**src/hdl/wlpc_pkg.sv**
```systemverilog
`default_nettype none

package wlpc_pkg;

    localparam int FRAC_BITS  = 16;
    localparam int PT_W       = FRAC_BITS + 1;
    localparam int SAMPLE_W   = 32;
    localparam int DIFF_W     = SAMPLE_W + 1;
    localparam int CNT_W      = 5;
    localparam int SLOT_W     = 4;
    localparam int CH_W       = 2;
    localparam int PIX_W      = 8;
    localparam int CFG_IDX_W  = 3;
    localparam int CFG_DATA_W = 32;
    localparam int DEF_POINTS = 16;

    // interpolation divide: 9 quotient bits cover up to twice full scale
    localparam int QN_W   = 9;
    localparam int NUM_W  = PT_W + QN_W;
    localparam int PROD_W = 2 * PT_W;

    localparam logic [PT_W-1:0] ONE = PT_W'(1) << FRAC_BITS;

    localparam logic CMD_MAP  = 1'b0;
    localparam logic CMD_LOAD = 1'b1;

    localparam logic [CH_W-1:0] CH_RED   = 2'd0;
    localparam logic [CH_W-1:0] CH_GREEN = 2'd1;
    localparam logic [CH_W-1:0] CH_BLUE  = 2'd2;

    localparam logic [CFG_IDX_W-1:0] REG_HIST_MIN    = 3'd0;
    localparam logic [CFG_IDX_W-1:0] REG_HIST_MAX    = 3'd1;
    localparam logic [CFG_IDX_W-1:0] REG_RED_COUNT   = 3'd2;
    localparam logic [CFG_IDX_W-1:0] REG_GREEN_COUNT = 3'd3;
    localparam logic [CFG_IDX_W-1:0] REG_BLUE_COUNT  = 3'd4;

    typedef struct packed {
        logic              cmd;
        logic              ok;
        logic [CH_W-1:0]   ch;
        logic [SLOT_W-1:0] slot;
        logic [PT_W-1:0]   x;
        logic [PT_W-1:0]   y;
    } item_t;

endpackage

`default_nettype wire

```
**src/hdl/wlpc_curve.sv**
```systemverilog
`default_nettype none

// One colour curve: breakpoint store, segment pick, products, scaled numerator.
module wlpc_curve #(
    parameter int              POINTS = wlpc_pkg::DEF_POINTS,
    parameter logic [wlpc_pkg::CH_W-1:0] CHAN = wlpc_pkg::CH_RED
) (
    input  logic                           clk,
    input  logic                           rst_n,
    input  logic                           adv,
    input  logic                           in_valid,
    input  wlpc_pkg::item_t                in_item,
    input  logic [wlpc_pkg::PT_W-1:0]      t,
    input  logic [wlpc_pkg::CNT_W-1:0]     count,
    output logic [wlpc_pkg::NUM_W-1:0]     num,
    output logic [wlpc_pkg::PT_W-1:0]      dx
);

    localparam int IDX_W = $clog2(POINTS);
    localparam int PW    = wlpc_pkg::PT_W;
    localparam int PRW   = wlpc_pkg::PROD_W;

    logic [PW-1:0]      x_reg [POINTS];
    logic [PW-1:0]      y_reg [POINTS];

    logic               wr;
    logic [IDX_W:0]     nsat;
    logic [POINTS-1:0]  le, lt, rng, last, mseg, first, pick;
    logic               flat, empty, ge_last;
    logic [PW-1:0]      xa, xb, ya, yb;
    logic [PW-1:0]      c_y0_next, c_y1_next, c_a_next, c_b_next, c_dx_next;

    logic [PW-1:0]      c_y0_reg, c_y1_reg, c_a_reg, c_b_reg, c_dx_reg;
    logic [PRW-1:0]     m_p0_reg, m_p1_reg;
    logic [PW-1:0]      m_dx_reg;
    logic [PRW:0]       sum;
    logic [PRW+8:0]     scaled;
    logic [wlpc_pkg::NUM_W-1:0] n_num_reg;
    logic [PW-1:0]      n_dx_reg;

    // loads land here, in item order with the maps that read the store
    assign wr = adv && in_valid && in_item.cmd == wlpc_pkg::CMD_LOAD
             && in_item.ch == CHAN && 32'(in_item.slot) < POINTS;

    always_ff @(posedge clk)
    begin
        if (wr)
        begin
            x_reg[IDX_W'(in_item.slot)] <= in_item.x;
            y_reg[IDX_W'(in_item.slot)] <= in_item.y;
        end
    end

    assign nsat = (32'(count) > POINTS) ? (IDX_W+1)'(POINTS) : (IDX_W+1)'(count);

    always_comb
    begin
        for (int i = 0; i < POINTS; i++)
        begin
            le[i]   = t <= x_reg[i];
            lt[i]   = t < x_reg[i];
            rng[i]  = (IDX_W+1)'(i) < nsat;
            last[i] = (IDX_W+1)'(i + 1) == nsat;
        end
        mseg    = le & rng & ~POINTS'(1);
        first   = mseg & (~mseg + POINTS'(1));
        ge_last = |(last & ~lt);
        empty   = nsat == '0;
        flat    = le[0] || ge_last;
        if (le[0])
            pick = POINTS'(1);
        else if (ge_last)
            pick = last;
        else
            pick = first;

        xa = '0;
        xb = '0;
        ya = '0;
        yb = '0;
        for (int i = 0; i < POINTS; i++)
        begin
            if (pick[i])
            begin
                xb = xb | x_reg[i];
                yb = yb | y_reg[i];
                if (i > 0)
                begin
                    xa = xa | x_reg[i-1];
                    ya = ya | y_reg[i-1];
                end
            end
        end

        // flat ends and empty curve use a unit segment with the weight on y1
        if (empty || flat)
        begin
            c_y0_next = '0;
            c_y1_next = empty ? '0 : yb;
            c_a_next  = '0;
            c_b_next  = PW'(1);
            c_dx_next = PW'(1);
        end
        else
        begin
            c_y0_next = ya;
            c_y1_next = yb;
            c_a_next  = xb - t;
            c_b_next  = t - xa;
            c_dx_next = xb - xa;
        end
    end

    always_ff @(posedge clk)
    begin
        if (adv)
        begin
            c_y0_reg  <= c_y0_next;
            c_y1_reg  <= c_y1_next;
            c_a_reg   <= c_a_next;
            c_b_reg   <= c_b_next;
            c_dx_reg  <= c_dx_next;

            m_p0_reg  <= c_y0_reg * c_a_reg;
            m_p1_reg  <= c_y1_reg * c_b_reg;
            m_dx_reg  <= c_dx_reg;

            n_num_reg <= scaled[wlpc_pkg::NUM_W+wlpc_pkg::FRAC_BITS-1:wlpc_pkg::FRAC_BITS];
            n_dx_reg  <= m_dx_reg;
        end
    end

    // 255 * sum, then drop the fraction of ONE (floor nests through the divide)
    assign sum    = {1'b0, m_p0_reg} + {1'b0, m_p1_reg};
    assign scaled = {sum, 8'd0} - {8'd0, sum};

    assign num = n_num_reg;
    assign dx  = n_dx_reg;

    a_pick_onehot: assert property (@(posedge clk) disable iff (!rst_n)
        in_valid && in_item.cmd == wlpc_pkg::CMD_MAP |-> $onehot0(pick))
        else $error("more than one segment picked");

    a_dx_nonzero: assert property (@(posedge clk) disable iff (!rst_n)
        adv && in_valid && in_item.cmd == wlpc_pkg::CMD_MAP |=> c_dx_reg != '0)
        else $error("zero segment width");

endmodule

`default_nettype wire

```
**config.mk**
```make
export PLATFORM = sky130hd
export DESIGN_NAME = wlpc_curve
export DESIGN_NICKNAME = d
export VERILOG_FILES = /design/src/hdl/wlpc_pkg.sv /design/src/hdl/wlpc_curve.sv
export SDC_FILE = /design/constraint.sdc
export NUM_CORES = 2
export LEC_CHECK = 0
export BUFFER_PORTS_ARGS = -buffer_cell sky130_fd_sc_hd__buf_2
export CORE_UTILIZATION = 65
export DETAILED_ROUTE_END_ITERATION = 12
export GPL_TIMING_DRIVEN = 0
export HOLD_SLACK_MARGIN = 0.15
export PLACE_DENSITY = 0.82
export SYNTH_ARGS = -nofsm -noshare
export SYNTH_HDL_FRONTEND = slang
export SYNTH_SLANG_ARGS = --single-unit
```
**constraint.sdc**
```tcl
create_clock -name clk -period 14.4 [get_ports clk]
set_input_delay 2.88 -clock clk [delete_from_list [all_inputs] [get_ports clk]]
set_output_delay 2.88 -clock clk [all_outputs]
set_load 0.01 [all_outputs]
```
Word-level counts from Yosys, hierarchy flattened
Memory sizes are Yosys's and may differ from the RTL's.
Index checks and enable logic that the tools add are counted.
Widths: inputs -> output; s select.
{"block": "classes", "n_addsub": 6, "multipliers": 2, "n_div": 0, "order_cmp": 49, "eq_ne": 16, "n_shift": 0, "muxes": 69, "bitwise_logic": 63, "reduce_logical": 8}
{"op": "$mux 17", "n": 64}
{"op": "$or 17x17->17", "n": 58}
{"op": "$le 17x17->1", "n": 16}
{"op": "$lt 17x17->1", "n": 16}
{"op": "$mul 17x17->34", "n": 2}
{"op": "$sub 17x17->17", "n": 3}
{"op": "$and 16x16->16", "n": 3}
{"op": "$sub 42x35->42", "n": 1}
{"op": "$eq 4x5->1 const A", "n": 8}
{"op": "$lt 4x5->1 const A", "n": 8}
{"op": "$add 34x34->35", "n": 1}
{"op": "$mux 16", "n": 2}
{"op": "$not 16->16", "n": 2}
{"op": "$eq 3x5->1 const A", "n": 4}
{"op": "$lt 3x5->1 const A", "n": 4}
{"op": "$add 16x1->16 const B", "n": 1}
{"op": "$reduce_or 16->1", "n": 1}
{"op": "$eq 2x5->1 const A", "n": 2}
{"op": "$lt 1x5->1 const A", "n": 2}
{"op": "$lt 2x5->1 const A", "n": 2}
{"op": "$eq 1x5->1 const A", "n": 1}
{"op": "$eq 5x5->1 const A", "n": 1}
{"op": "$gt 5x5->1 const B", "n": 1}
{"op": "$logic_not 5->1", "n": 1}
{"op": "5 further kinds", "n": 9}
{"block": "totals", "regBits": 213, "latchBits": 0, "mem_bits_rw": 544, "rom_bits": 0, "out_inout_bits": 43, "n_memories": 2}
{"memory": "x_reg", "depth": 16, "word_bits": 17, "rd": 16, "rd_clocked_by_memory_dff": 0, "wr": 1, "line": "wlpc_curve.sv:23", "text": "logic [PW-1:0] x_reg [POINTS];"}
{"memory": "y_reg", "depth": 16, "word_bits": 17, "rd": 16, "rd_clocked_by_memory_dff": 0, "wr": 1, "line": "wlpc_curve.sv:24", "text": "logic [PW-1:0] y_reg [POINTS];"}

Depth between registers and ports, before layout
{"block": "logic_depth", "ltp_word": 42, "ltp_mapped": 34, "depth_no_buf": 30}

Worst setup path before layout
Ideal clock, no wire load.
{"block": "synth_path", "path_kind": "input port to flip-flop", "startpoint": "input t[8] in the netlist's numbering", "endpoint": "register c_dx_reg[16], data pin", "setup_ps": 261, "arrival_time_ps": 8659, "t_required_ps": 14139, "path_slack_ps": 5480, "cell_stages": 33, "n_path_buf": 4, "path_cell_list": "ha_1 -> nand4_1 -> or3_1 -> or3b_4 -> a31oi_4 -> a21o_1 -> nor4b_1 -> and3_1 -> buf_6 -> a31o_1 -> buf_6 -> and2_4 -> buf_6 -> buf_6 -> a222oi_1 -> nand2_1 -> a221oi_2 -> nand4_1 -> ha_1 -> fa_1 -> nor2b_1 -> o21ai_0 -> a21boi_0 -> o21ai_0 -> a21boi_0 -> o21ai_0 -> a21boi_0 -> o21ai_0 -> a21oi_1 -> a31oi_1 -> o21ai_0 -> or2_2 -> mux2i_1"}
{"block": "synth_via", "elab_chain_len": 38, "word_cells_on_any_way": 104, "cone_classes": "add/sub: 2; order compare: 32; mux: 33; bitwise: 34; reduce/logical: 3"}
{"element": "start: declaration", "line": "wlpc_curve.sv:13", "text": "input logic [wlpc_pkg::PT_W-1:0] t,"}
{"element": "parallel branches: the longest is 38 deep, another holds $le 17x17->1"}
{"element": "end signal: assignment", "line": "wlpc_curve.sv:122", "text": "c_dx_reg <= c_dx_next;"}
{"element": "end: declaration", "line": "wlpc_curve.sv:33", "text": "logic [PW-1:0] c_y0_reg, c_y1_reg, c_a_reg, c_b_reg, c_dx_reg;"}
Parallel ways; which one is timed is not known.
A chain may end at the register's enable or synchronous reset.

Worst setup path after layout
{"block": "layout_path", "startpoint": "input t[0] in the netlist's numbering", "endpoint": "register c_dx_reg[16], data pin"}
Same word-level chain as after synthesis.

==> results.py <==
metrics = {
    "status": {
        "run_status": "finished, final reports clean",
    },
    "timing": {
        "hold_ws_ns": 0.407,
        "fin_crit_sh_pct": 82.7,
        "fin_skew_ns": 0.0730,
        "rsz0062_at_grt": "no",
        "setup_tns_ns": 0,
        "max_clock_freq_ghz": 0.0840,
        "hold_violations": 0,
        "relSlewSlack_pct": 22.7,
        "worst_pin_slew_ns": 1.16,
        "finalSetupViolCount": 0,
        "maxSlewViolCount": 0,
        "post-route-min-period_ns": 11.90,
    },
    "logic_synthesis": {
        "ys_seq_area_share_pct": 37.9,
        "synth_cells": 5670,
        "yosysWarnings": 0,
        "synth_top_cell_by_area": "edfxtp_1",
        "synth_top_area_share_pct": 37.9,
        "post-synth-top-count-cell": "inv_1",
        "synth_commonest_cells": "inv_1, edfxtp_1, nand2_1",
        "syn-num-nets": 6787,
        "async_reset_ff_share_pct": 0,
        "synth_seq_cells": 757,
        "synth_ff_type": "edfxtp_1",
        "synth_cell_types": 86,
        "avgSynthCellArea_um2": 10.6,
        "synth_edf_count": 757,
        "synth_area_leaders": "edfxtp_1, fa_1, ha_1, inv_1, nand2_1",
        "syn-cell-area_um2": 59900,
    },
    "clocking": {
        "clk_path_buf_depth": 3,
        "hold_buffers": 0,
        "clock_latency_ns": 0.73,
        "postCtsSetupBuffers": 0,
        "numCtsBuffers": 84,
        "cts_sinks": 757,
        "root_buffer": "clkbuf_16",
        "cts_max_level": 3,
        "cts_tree": "done",
        "ctsResizeCount": 0,
        "path_clk_slew_ns": 0.07,
    },
    "drt": {
        "routed_wl_um": 199000,
        "final_antenna_net_count": 0,
        "post-route-drc-count": 0,
        "first_pass_iters": 12,
        "drt_iter0_drc": 8096,
        "viasPerCell": 6.74,
        "wl_per_cell_um": 27.9,
        "vias": 48100,
    },
    "critical_path": {
        "path_buf_inv": 6,
        "startpoint_type": "input pin",
        "critPathKind": "in2reg",
        "crit_fanout": 17,
        "crit_slowest_cell": "inv_1",
        "critical_path.top_delay_family": "compound AO/OA/AOI/OAI gates",
        "required_ns": 14.83,
        "max_stage_delay_ns": 0.85,
        "crit_path_end_kind": "register",
        "cp.arrival_ns": 12.33,
        "path_common_cell": "o21ai_0",
    },
    "place": {
        "dp_cells": 6983,
        "dpl-instance-area_um2": 62500,
        "routabilityCongestion": 1.02,
        "numPortBuffers": 108,
        "hpwl_um": 155000,
    },
    "floorplan": {
        "ioPinCount": 111,
        "die_w_um": 306,
        "die_y_um": 306,
        "rows": 110,
        "die_area_um2": 93400,
        "initial_core_util_pct": 66.1,
        "core_um2": 90700,
    },
    "global_routing": {
        "grt_pass1_vias": 47300,
        "grt_remaining_overflow": 0,
        "grt_max_degree": 110,
        "antenna_found_initial": 14,
        "grt_pass1_wl_um": 292000,
        "grt_usage_pct": 42.6,
    },
    "power_and_ir_drop": {
        "pwr_density_cell_nw_per_um2": 180,
        "p_leak_uw": 0.0279,
        "ir_worst_vdd_mv": 0.178,
    },
    "min_path": {
        "hold_path_class": "reg2reg",
    },
    "final_layout": {
        "finalNetCount": 7010,
        "n_fill_cell": 6477,
        "final_layout_size_suffix_gt1_share_pct": 6.40,
        "fin_area_um2": 65500,
        "area_growth_pct": 9.31,
        "layout.cells.non_filler": 7137,
    },
    "job": {
        "drv_cap": 0,
    },
}
metrics by stage:
stage / utilization (%) / setup WS, ns / total power (µW)
3_5_place_dp: 68.9 / 2.30 / 9380
2_1_floorplan: - / 5.48 / 7690
3_3_place_gp: 68.3 / 1.73 / 9230
5_1_grt: 72.2 / 2.48 / 12600
6_report: 72.2 / 2.50 / 11800
4_1_cts: 72.2 / 3.00 / 11700
cells in the final DEF, fill, tap and decap left out, types with 15 or more instances in the layout:
cell | Yosys | layout
a21oi_1 | 207 | 207
clkbuf_16 | 0 | 84
a221oi_1 | 142 | 142
and3_1 | 38 | 38
and2_1 | 220 | 220
nor2_1 | 176 | 163
a22oi_1 | 121 | 121
nor4_1 | 16 | 16
fa_1 | 452 | 452
ha_1 | 597 | 597
clkbuf_1 | 150 | 160
inv_1 | 878 | 878
nor2b_1 | 30 | 30
a21o_1 | 64 | 64
nand2b_1 | 24 | 24
nand3_1 | 117 | 117
o211ai_1 | 23 | 23
o21a_1 | 31 | 31
o21ai_0 | 126 | 126
a31oi_1 | 32 | 32
nand2_1 | 711 | 711
a211oi_1 | 38 | 38
nor3_1 | 75 | 70
a21boi_0 | 21 | 21
edfxtp_1 | 757 | 757
a22o_1 | 38 | 38
o21bai_1 | 16 | 16
xor2_1 | 33 | 33
buf_6 | 5 | 19
bufinv_16 | 0 | 15
buf_2 | 57 | 164
xnor2_1 | 88 | 88
a222oi_1 | 118 | 118
nand4_1 | 85 | 85
where the power goes:
group	switching (µW)	total, µW	internal [µW]
clock network	972	2330	1360
registers	134	3040	2910
logic	3770	6410	2640
cell families (layout without fill, tap and decap cells):
kind of cell               count (synthesis)  in the layout  synth area share [%]
buffers and inverters                   1103           1390                  7.12
xor gates and xnor gates                 121            121                  1.77
adders and majority gates               1049           1049                  27.6
other                                      0              4                     0
DFF                                      757            757                  37.9
AOI/OAI and AO/OA                       1083           1083                  13.3
and+or+nand+nor                         1554           1554                  12.3
muxes                                      3              3                0.0501
worst paths after layout:
check / end / slack, ns / startpoint / depth (start not counted)
setup / recovery: c_dx_reg[16]$_SDFFCE_PN0P_ / 2.50 / t[0] / 29
hold / removal: m_dx_reg[13]$_DFFE_PP_ / 0.41 / c_dx_reg[13]$_SDFFCE_PN0P_ / 0
setup reg to reg: c_dx_reg[16]$_SDFFCE_PN0P_ / 4.97 / x_reg[0][2]$_DFFE_PP_ / 29
hold reg to reg: m_dx_reg[13]$_DFFE_PP_ / 0.41 / c_dx_reg[13]$_SDFFCE_PN0P_ / 0
layout make-up:
type | count | area, µm² | area share (%)
Clock inverter | 56 | 838 | 1.28
Multi-Input combinational cell | 3810 | 33000 | 50.5
Antenna cell | 4 | 10.0 | 0.0153
Clock buffer | 94 | 2140 | 3.27
Inverter | 878 | 3300 | 5.03
Timing Repair Buffer | 137 | 1000 | 1.53
Sequential cell | 757 | 22700 | 34.7
Buffer | 225 | 968 | 1.48
Tap cell | 1176 | 1470 | 2.25
metal layers:
metal / global-route usage [%] / up-vias / part of all wire [%]
met2: 65.2 / 3736 / 44
met3: 12.4 / 668 / 14
met5: 0 / - / 0.062
met1: 54.5 / 23100 / 36
li1: - / 20600 / -
met4: 23.9 / 18 / 6.5
No activity file was read; power rests on OpenSTA's default activity.
