**src/hdl/wlpc_pkg.sv**
```systemverilog
`default_nettype none

package wlpc_pkg;

    localparam int FRAC_BITS  = 16;
    localparam int PT_W       = FRAC_BITS + 1;
    localparam int SAMPLE_W   = 32;
    localparam int DIFF_W     = SAMPLE_W + 1;
    localparam int CNT_W      = 5;
    localparam int SLOT_W     = 4;
    localparam int CH_W       = 2;
    localparam int PIX_W      = 8;
    localparam int CFG_IDX_W  = 3;
    localparam int CFG_DATA_W = 32;
    localparam int DEF_POINTS = 16;

    // interpolation divide: 9 quotient bits cover up to twice full scale
    localparam int QN_W   = 9;
    localparam int NUM_W  = PT_W + QN_W;
    localparam int PROD_W = 2 * PT_W;

    localparam logic [PT_W-1:0] ONE = PT_W'(1) << FRAC_BITS;

    localparam logic CMD_MAP  = 1'b0;
    localparam logic CMD_LOAD = 1'b1;

    localparam logic [CH_W-1:0] CH_RED   = 2'd0;
    localparam logic [CH_W-1:0] CH_GREEN = 2'd1;
    localparam logic [CH_W-1:0] CH_BLUE  = 2'd2;

    localparam logic [CFG_IDX_W-1:0] REG_HIST_MIN    = 3'd0;
    localparam logic [CFG_IDX_W-1:0] REG_HIST_MAX    = 3'd1;
    localparam logic [CFG_IDX_W-1:0] REG_RED_COUNT   = 3'd2;
    localparam logic [CFG_IDX_W-1:0] REG_GREEN_COUNT = 3'd3;
    localparam logic [CFG_IDX_W-1:0] REG_BLUE_COUNT  = 3'd4;

    typedef struct packed {
        logic              cmd;
        logic              ok;
        logic [CH_W-1:0]   ch;
        logic [SLOT_W-1:0] slot;
        logic [PT_W-1:0]   x;
        logic [PT_W-1:0]   y;
    } item_t;

endpackage

`default_nettype wire

```
**src/hdl/wlpc_div.sv**
```systemverilog
`default_nettype none

// Pipelined restoring divider, one quotient bit per stage, LN lanes in step.
// Dividend is {hi, lo}; hi must be below the divisor for a valid quotient.
module wlpc_div #(
    parameter int SW = 17,
    parameter int QW = 9,
    parameter int LN = 1,
    parameter int PW = 1
) (
    input  logic          clk,
    input  logic          rst_n,
    input  logic          adv,
    input  logic          in_valid,
    input  logic [SW-1:0] in_hi   [LN],
    input  logic [QW-1:0] in_lo   [LN],
    input  logic [SW-1:0] in_dsor [LN],
    input  logic [PW-1:0] in_pay,
    output logic          out_valid,
    output logic [QW-1:0] out_q   [LN],
    output logic [PW-1:0] out_pay
);

    logic          vld_reg  [QW];
    logic [PW-1:0] pay_reg  [QW];
    logic [SW-1:0] rem_reg  [QW][LN];
    logic [QW-1:0] low_reg  [QW][LN];
    logic [QW-1:0] q_reg    [QW][LN];
    logic [SW-1:0] dsor_reg [QW][LN];

    logic          vld_in  [QW];
    logic [PW-1:0] pay_in  [QW];
    logic [SW-1:0] rem_in  [QW][LN];
    logic [QW-1:0] low_in  [QW][LN];
    logic [QW-1:0] q_in    [QW][LN];
    logic [SW-1:0] dsor_in [QW][LN];

    genvar k, l;
    for (k = 0; k < QW; k++)
    begin : g_stage
        if (k == 0)
        begin : g_head
            assign vld_in[k] = in_valid;
            assign pay_in[k] = in_pay;
            for (l = 0; l < LN; l++)
            begin : g_src
                assign rem_in[k][l]  = in_hi[l];
                assign low_in[k][l]  = in_lo[l];
                assign q_in[k][l]    = '0;
                assign dsor_in[k][l] = in_dsor[l];
            end
        end
        else
        begin : g_body
            assign vld_in[k] = vld_reg[k-1];
            assign pay_in[k] = pay_reg[k-1];
            for (l = 0; l < LN; l++)
            begin : g_src
                assign rem_in[k][l]  = rem_reg[k-1][l];
                assign low_in[k][l]  = low_reg[k-1][l];
                assign q_in[k][l]    = q_reg[k-1][l];
                assign dsor_in[k][l] = dsor_reg[k-1][l];
            end
        end

        always_ff @(posedge clk or negedge rst_n)
        begin
            if (!rst_n)
                vld_reg[k] <= 1'b0;
            else if (adv)
                vld_reg[k] <= vld_in[k];
        end

        always_ff @(posedge clk)
        begin
            if (adv)
                pay_reg[k] <= pay_in[k];
        end

        for (l = 0; l < LN; l++)
        begin : g_lane
            logic [SW:0] r2;
            logic [SW:0] diff;
            logic        ge;

            assign r2   = {rem_in[k][l], low_in[k][l][QW-1]};
            assign diff = r2 - {1'b0, dsor_in[k][l]};
            assign ge   = r2 >= {1'b0, dsor_in[k][l]};

            always_ff @(posedge clk)
            begin
                if (adv)
                begin
                    rem_reg[k][l]  <= ge ? diff[SW-1:0] : r2[SW-1:0];
                    low_reg[k][l]  <= low_in[k][l] << 1;
                    q_reg[k][l]    <= {q_in[k][l][QW-2:0], ge};
                    dsor_reg[k][l] <= dsor_in[k][l];
                end
            end
        end
    end

    assign out_valid = vld_reg[QW-1];
    assign out_pay   = pay_reg[QW-1];
    for (l = 0; l < LN; l++)
    begin : g_out
        assign out_q[l] = q_reg[QW-1][l];
    end

endmodule

`default_nettype wire

```
**src/hdl/wlpc_norm.sv**
```systemverilog
`default_nettype none

// Window clamp and normalisation to t in [0, ONE].
module wlpc_norm (
    input  logic                                 clk,
    input  logic                                 rst_n,
    input  logic                                 adv,
    input  logic                                 in_valid,
    input  wlpc_pkg::item_t                      in_item,
    input  logic signed [wlpc_pkg::SAMPLE_W-1:0] sample,
    input  logic signed [wlpc_pkg::SAMPLE_W-1:0] hist_min,
    input  logic signed [wlpc_pkg::SAMPLE_W-1:0] hist_max,
    output logic                                 out_valid,
    output wlpc_pkg::item_t                      out_item,
    output logic [wlpc_pkg::PT_W-1:0]            t
);

    localparam int DW = wlpc_pkg::DIFF_W;
    localparam int FB = wlpc_pkg::FRAC_BITS;
    localparam int PW = $bits(wlpc_pkg::item_t) + 2;

    logic                  a_valid_reg;
    wlpc_pkg::item_t       a_item_reg;
    logic [DW-1:0]         a_diff_reg;
    logic [DW-1:0]         a_dsor_reg;
    logic                  a_low_reg;
    logic                  a_high_reg;

    logic [DW-1:0]         div_hi   [1];
    logic [FB-1:0]         div_lo   [1];
    logic [DW-1:0]         div_dsor [1];
    logic [FB-1:0]         div_q    [1];
    logic                  div_valid;
    logic [PW-1:0]         div_pay;
    wlpc_pkg::item_t       div_item;
    logic                  div_low;
    logic                  div_high;

    logic                  t_valid_reg;
    wlpc_pkg::item_t       t_item_reg;
    logic [wlpc_pkg::PT_W-1:0] t_reg;
    logic [wlpc_pkg::PT_W-1:0] t_next;

    always_ff @(posedge clk or negedge rst_n)
    begin
        if (!rst_n)
            a_valid_reg <= 1'b0;
        else if (adv)
            a_valid_reg <= in_valid;
    end

    always_ff @(posedge clk)
    begin
        if (adv)
        begin
            a_item_reg <= in_item;
            a_diff_reg <= {sample[wlpc_pkg::SAMPLE_W-1], sample}
                        - {hist_min[wlpc_pkg::SAMPLE_W-1], hist_min};
            a_dsor_reg <= {hist_max[wlpc_pkg::SAMPLE_W-1], hist_max}
                        - {hist_min[wlpc_pkg::SAMPLE_W-1], hist_min};
            a_low_reg  <= sample <= hist_min;
            a_high_reg <= sample >= hist_max;
        end
    end

    assign div_hi[0]   = a_diff_reg;
    assign div_lo[0]   = '0;
    assign div_dsor[0] = a_dsor_reg;

    wlpc_div #(
        .SW (DW),
        .QW (FB),
        .LN (1),
        .PW (PW)
    ) u_div (
        .clk       (clk),
        .rst_n     (rst_n),
        .adv       (adv),
        .in_valid  (a_valid_reg),
        .in_hi     (div_hi),
        .in_lo     (div_lo),
        .in_dsor   (div_dsor),
        .in_pay    ({a_item_reg, a_low_reg, a_high_reg}),
        .out_valid (div_valid),
        .out_q     (div_q),
        .out_pay   (div_pay)
    );

    assign {div_item, div_low, div_high} = div_pay;

    // below the window wins over above it (inverted window case)
    always_comb
    begin
        if (div_low)
            t_next = '0;
        else if (div_high)
            t_next = wlpc_pkg::ONE;
        else
            t_next = {1'b0, div_q[0]};
    end

    always_ff @(posedge clk or negedge rst_n)
    begin
        if (!rst_n)
            t_valid_reg <= 1'b0;
        else if (adv)
            t_valid_reg <= div_valid;
    end

    always_ff @(posedge clk)
    begin
        if (adv)
        begin
            t_item_reg <= div_item;
            t_reg      <= t_next;
        end
    end

    assign out_valid = t_valid_reg;
    assign out_item  = t_item_reg;
    assign t         = t_reg;

    a_t_range: assert property (@(posedge clk) disable iff (!rst_n)
        t_valid_reg && !t_item_reg.cmd |-> t_reg <= wlpc_pkg::ONE)
        else $error("normalised t above one");

endmodule

`default_nettype wire

```
**config.mk**
```make
export PLATFORM = sky130hd
export DESIGN_NAME = wlpc_norm
export DESIGN_NICKNAME = d
export VERILOG_FILES = /design/src/hdl/wlpc_pkg.sv /design/src/hdl/wlpc_div.sv /design/src/hdl/wlpc_norm.sv
export SDC_FILE = /design/constraint.sdc
export NUM_CORES = 2
export LEC_CHECK = 0
export BUFFER_PORTS_ARGS = -buffer_cell sky130_fd_sc_hd__buf_2
export CORE_MARGIN = 2
export CORE_UTILIZATION = 30
export CTS_BUF_LIST = sky130_fd_sc_hd__clkbuf_16
export CTS_CLUSTER_DIAMETER = 150
export CTS_CLUSTER_SIZE = 28
export DETAILED_ROUTE_END_ITERATION = 10
export GPL_TIMING_DRIVEN = 0
export HOLD_SLACK_MARGIN = 0.15
export SYNTH_ARGS = -nofsm -noshare
export SYNTH_HDL_FRONTEND = slang
export SYNTH_HIERARCHICAL = 1
export SYNTH_SLANG_ARGS = --single-unit
```
**constraint.sdc**
```tcl
create_clock -name clk -period 4.5 [get_ports clk]
set_clock_uncertainty 0.05 [all_clocks]
set_input_delay 0.45 -clock clk [delete_from_list [all_inputs] [get_ports clk]]
set_output_delay 0.45 -clock clk [all_outputs]
set_load 0.1 [all_outputs]
```
* Word-level counts from Yosys, hierarchy flattened
Memories as Yosys holds them, arrays and structs flattened.
Cells that the tools add are included.
** Word-level totals
- Word-level logic and storage cells :: 97
- Output and inout bits :: 60
- Register bits :: 187
- Memories :: 5
- Bits in writable memories :: 2256
** Memory list
- u_div.pay_reg :: words 16, bits a word 44, rd ports 16, clocked after memory_dff 0, write ports 16, line wlpc_div.sv:25 : logic [PW-1:0] pay_reg [QW];
- u_div.dsor_reg :: words 16, bits a word 33, rd ports 15, clocked after memory_dff 0, write ports 16, line wlpc_div.sv:29 : logic [SW-1:0] dsor_reg [QW][LN];
- u_div.rem_reg :: words 16, bits a word 33, rd ports 15, clocked after memory_dff 0, write ports 16, line wlpc_div.sv:26 : logic [SW-1:0] rem_reg [QW][LN];
- u_div.q_reg :: words 16, bits a word 16, rd ports 16, clocked after memory_dff 0, write ports 16, line wlpc_div.sv:28 : logic [QW-1:0] q_reg [QW][LN];
- u_div.low_reg :: words 16, bits a word 15, rd ports 15, clocked after memory_dff 0, write ports 16, line wlpc_div.sv:27 : logic [QW-1:0] low_reg [QW][LN];
** Operators by class
- Order comparisons :: 18
- Mux-type cells :: 19
- Add/sub/neg operators :: 18
- Reductions and logical operators :: 1
** Operators by type and width (number)
- greater-or-equal comparator 34 x 33 -> 1 bit :: 16
- 2-to-1 mux 33 bit :: 16
- subtractor 33 bit :: 16
- subtractor 32 x 32 -> 33 bit :: 2
- greater-or-equal comparator 32 bit :: 1
- less-or-equal comparator 32 bit :: 1
- 2-to-1 mux 17 bit :: 1
- 2-to-1 mux 1 bit :: 2
- OR reduction 2 bit :: 1

* Depth between registers and ports, before layout
An unclocked memory read counts as a cell.
- Depth in word-level cells :: 3
- Depth in mapped cells :: 16

* By module
Netlist, hierarchy kept.
** By module, submodules not included
- wlpc_div :: cells an instance 7052, instances 1, area an instance 92058.3 sq um
- wlpc_norm :: cells an instance 834, instances 1, area an instance 9714.3 sq um

* Worst setup path after synthesis
Ideal clock, no wire load.
- Kind :: flip-flop to flip-flop
- From :: mem u_div/low_reg[0][56] (netlist bit)
- To :: mem u_div/rem_reg[0][136] (netlist bit) (data pin)
- Path buffers :: 1
- Period minus slack after synthesis :: 3595 ps
- Setup time :: 260 ps
- Arrival time :: 3285 ps
- Setup slack :: 905 ps
- Stages on the path, launching flop included :: 16
- Path through :: edfxtp_1 > inv_1 > ha_1 > inv_1 > fa_1 > a211oi_2 > o21ai_1 > a21oi_4 > o21ai_2 > a21o_1 > a21oi_2 > o21ai_2 > o21a_1 > nor4_4 > buf_6 > mux2_4
** RTL lines (line)
- start, declared :: wlpc_div.sv:27
- end, declared :: wlpc_div.sv:26

==> summary.md <==
| Metric | Value |
|---|---|
| Vias | 60300 |
| Parity-gate share of the synthesized area counting xor and xnor cells | 4.11% |
| CP startpoint kind | register |
| Design area | 114000 um^2 |
| Routed Wire Length | 218 mm |
| Half-perimeter wire length of the detailed placement result | 160 mm |
| Placeable Area | 337000 um^2 |
| Final worst-path cycle share | 96.9% |
| Antenna cell count | 0 |
| Number of rows in the core area | 213 |
| Area grow syn2layout | 11.8% |
| Finished Core Util | 33.7% |
| Post-synthesis cell count | 7886 |
| Synth Area in Simple Gates | 7.32% |
| Maximum operating frequency | 229 MHz |
| Area share of the leading cell type in the synthesized netlist | 62.5% |
| Gp weighted congestion | 0.964 |
| Worst hold margin | 0.168 ns |
| Arithmetic-cell share of the synthesized area counting full adders, half adders and majority gates | 8.02% |
| RSZ-0062 raised after global routing | no |
| Average detailed-routed wire length per instance | 16.9 um |
| Initial drt markers | 3652 |
| Worst rel slew slack | 12.5% |
| Area fraction in compound gates after synthesis | 12.2% |
| Number of placed I/O pins | 202 |
| Yosys synthesis warning count | 6 |
| Clock tree root driver cell | sky130_fd_sc_hd__clkbuf_16 |
| Kind of end point of the critical path | register |
| Number of global-route vias before repair | 61900 |
| Share of layout cells above drive strength 1 | 7.97% |
| Mean Syn Cell Area | 12.9 um^2 |
| Hold violation total from the final report | 0 |
| Die Height | 586 um |
| Global-route wire length before repair | 337 mm |
| CTS Buf Count | 93 |
| Endpoints failing setup | 0 |
| Port Buffer Count | 201 |
| Reported leakage power | 43.8 nW |
| Fill cell instance count of the final layout | 32600 |
| CTS tree | done |
| Area enclosed by the die boundary | 344000 um^2 |
| Worst skew pair latency | 0.90 ns |
| Number of flops mapped to enable cells by yosys | 2119 |
| Most used flip-flop cell after synthesis | sky130_fd_sc_hd__edfxtp_1 |
| Max_cap viols | 0 |
| Placed Cells incl. Taps | 12600 |
| DRC errors left | 0 |
| Cell Area, Synth | 102000 um^2 |
| Detailed-router iteration count before antenna repair | 6 |
| Critical path class | reg -> reg |
| Total gr overflow | 0 |
| Share of cell area taken by muxes after synthesis | 1.92% |
| Die Wd | 586 um |
| Dominant combinational cell family by area after synthesis | compound AO/OA/AOI/OAI gates |
| Final ANT Viol Nets | 0 |
| Outcome | finished, final reports clean |
| Slew at the pin with the worst max-slew slack | 1.30 ns |
| Global-route usage over all layers | 12.3% |
| Antenna violations before repair | 1 |
| Initial cell density of the core | 30.2% |
| Flip-flop count of the largest register after layout | 704 |
| Number of distinct standard cells referenced by the synthesized netlist | 108 |
| Type of the tightest min-delay check | in -> reg |
| Register area share after synthesis | 63.0% |
| Max rail drop VDD | 0.337 mV |
| Net count, final | 9189 |
| Cell types occupying the most area after synthesis | sky130_fd_sc_hd__edfxtp_1 63%, sky130_fd_sc_hd__ha_1 7.7%, sky130_fd_sc_hd__a21oi_1 3.1% |
| Power Dens Cells | 605 nW/um^2 |
| Crit path time final | 4.36 ns |
| Maximum count of clock buffers along a single path | 4 |
| CP Data Required Time | 5.04 ns |
| Non-filler cells, final | 12900 |
| Vias per inst | 4.66 |
| Leading area contributor after synthesis | sky130_fd_sc_hd__edfxtp_1 |
| Max-slew violation count | 0 |
| Clock H-tree levels | 3 |
| Critical-path maximum fanout | 10 |
| Share of synthesized registers carrying an async set or reset | 0.842% |
| Maximum number of pins on one net before global-route repair | 175 |
| Area after detailed placement | 109000 um^2 |
| Clk sinks | 2137 |
| Seq cells post-synth | 2137 |
| Clock-pin slew reported for the worst setup and hold paths after clock tree synthesis | 0.11 ns |
| Worst endpoint data arrival time | 4.90 ns |
-- routing by layer --
layer / vias up / share of wire, % / track usage [%]
met5: - / 0 / 0
met4: 0 / 5.8 / 6.47
li1: 30000 / - / -
met3: 485 / 2.8 / 1.39
met2: 1233 / 52 / 23.3
met1: 28600 / 40 / 13.5
-- stage by stage --
step	worst slack, ns	TNS (ns)	power, mW
after global placement	-30.86	-	59.4
after detailed placement	-2.31	-867.85	58.6
after global routing	0.00310	0	73.7
after CTS	0.0173	0	69.3
final	0.140	0	68.8
after floorplan	0.905	0	50.5
-- final timing paths --
check / start / end / slack [ns] / cells past startpoint
min in group asynchronous: rst_n / u_div/vld_in[14] / 0.73 / 3
max in group asynchronous: rst_n / a_valid_reg / 3.14 / 3
worst max-delay path: u_div/low_reg[1][56] / u_div/rem_reg[1][150] / 0.14 / 14
worst min-delay path: adv / u_div/pay_reg[1][298] / 0.17 / 2
worst max register to register: u_div/low_reg[1][56] / u_div/rem_reg[1][150] / 0.14 / 14
worst min register to register: u_div/low_reg[0][23] / u_div/low_reg[0][38] / 0.34 / 0
-- cells in the final DEF, fill, tap and decap left out, types with 96 or more instances in the layout --
cell	n
sky130_fd_sc_hd__buf_2	235
sky130_fd_sc_hd__mux2_2	126
sky130_fd_sc_hd__edfxtp_1	2119
sky130_fd_sc_hd__a21oi_1	633
sky130_fd_sc_hd__xor2_1	198
sky130_fd_sc_hd__o21ai_0	465
sky130_fd_sc_hd__nand4_1	96
sky130_fd_sc_hd__dlygate4sd3_1	165
sky130_fd_sc_hd__xnor2_1	280
sky130_fd_sc_hd__nor2_1	380
sky130_fd_sc_hd__a21o_1	286
sky130_fd_sc_hd__nand2_1	531
sky130_fd_sc_hd__nand3_1	96
sky130_fd_sc_hd__ha_1	625
sky130_fd_sc_hd__inv_1	753
-- synth_stat cells, types with 111 or more instances --
cell type / count
sky130_fd_sc_hd__a21oi_1: 640
sky130_fd_sc_hd__o21ai_0: 469
sky130_fd_sc_hd__clkbuf_1: 111
sky130_fd_sc_hd__mux2_2: 126
sky130_fd_sc_hd__xnor2_1: 280
sky130_fd_sc_hd__ha_1: 625
sky130_fd_sc_hd__inv_1: 748
sky130_fd_sc_hd__a21o_1: 286
sky130_fd_sc_hd__edfxtp_1: 2119
sky130_fd_sc_hd__xor2_1: 198
sky130_fd_sc_hd__nand2_1: 531
sky130_fd_sc_hd__nor2_1: 382
-- power breakdown --
group	total (mW)	internal, mW	switching [mW]
Clock	9.83	3.87	5.96
Combinational	29.9	12.4	17.5
Sequential	29.1	27.3	1.85
-- cell families after synthesis --
family,count (synthesis)
and+or+nand+nor,1571
AOI/OAI and AO/OA,1969
buffers and inverters,919
xor gates and xnor gates,478
other,1
muxes,169
adders and majority gates,642
DFF,2137
-- cell type report --
cell class / count / area, um^2 / area share, %
flip-flops and latches: 2137 / 64100 / 56.3
repair buffers: 408 / 3520 / 3.10
clock inverters: 14 / 158 / 0.139
inverters: 752 / 2820 / 2.48
plain buffers: 167 / 773 / 0.680
well taps: 4515 / 5650 / 4.97
multi-input cells: 4846 / 34300 / 30.2
clock buffers: 95 / 2380 / 2.09
-- what timing repair did --
item                                   4_1_cts  5_1_grt
pin swaps                                    4        4
endpoints found under the hold margin      206        0
resized for setup                           32       26
buffers inserted                            12        7
setup endpoints to repair                  611      242
hold buffers                               168        0
gates cloned                                 6        0
-- critical path: stages, from the launching register on --
cell and delay (ns):
sky130_fd_sc_hd__edfxtp_1 0.62, sky130_fd_sc_hd__inv_1 0.12, sky130_fd_sc_hd__ha_1 0.17, sky130_fd_sc_hd__inv_1 0.06, sky130_fd_sc_hd__fa_1 0.40, sky130_fd_sc_hd__a21o_1 0.22, sky130_fd_sc_hd__nand3_1 0.12, sky130_fd_sc_hd__a21oi_1 0.11
sky130_fd_sc_hd__o221ai_1 0.46, sky130_fd_sc_hd__o2111ai_1 0.22, sky130_fd_sc_hd__o211ai_1 0.29, sky130_fd_sc_hd__o21ai_1 0.28, sky130_fd_sc_hd__a21oi_4 0.24, sky130_fd_sc_hd__clkbuf_2 0.35, sky130_fd_sc_hd__mux2_2 0.38
Power figures use the tool's default switching activity.
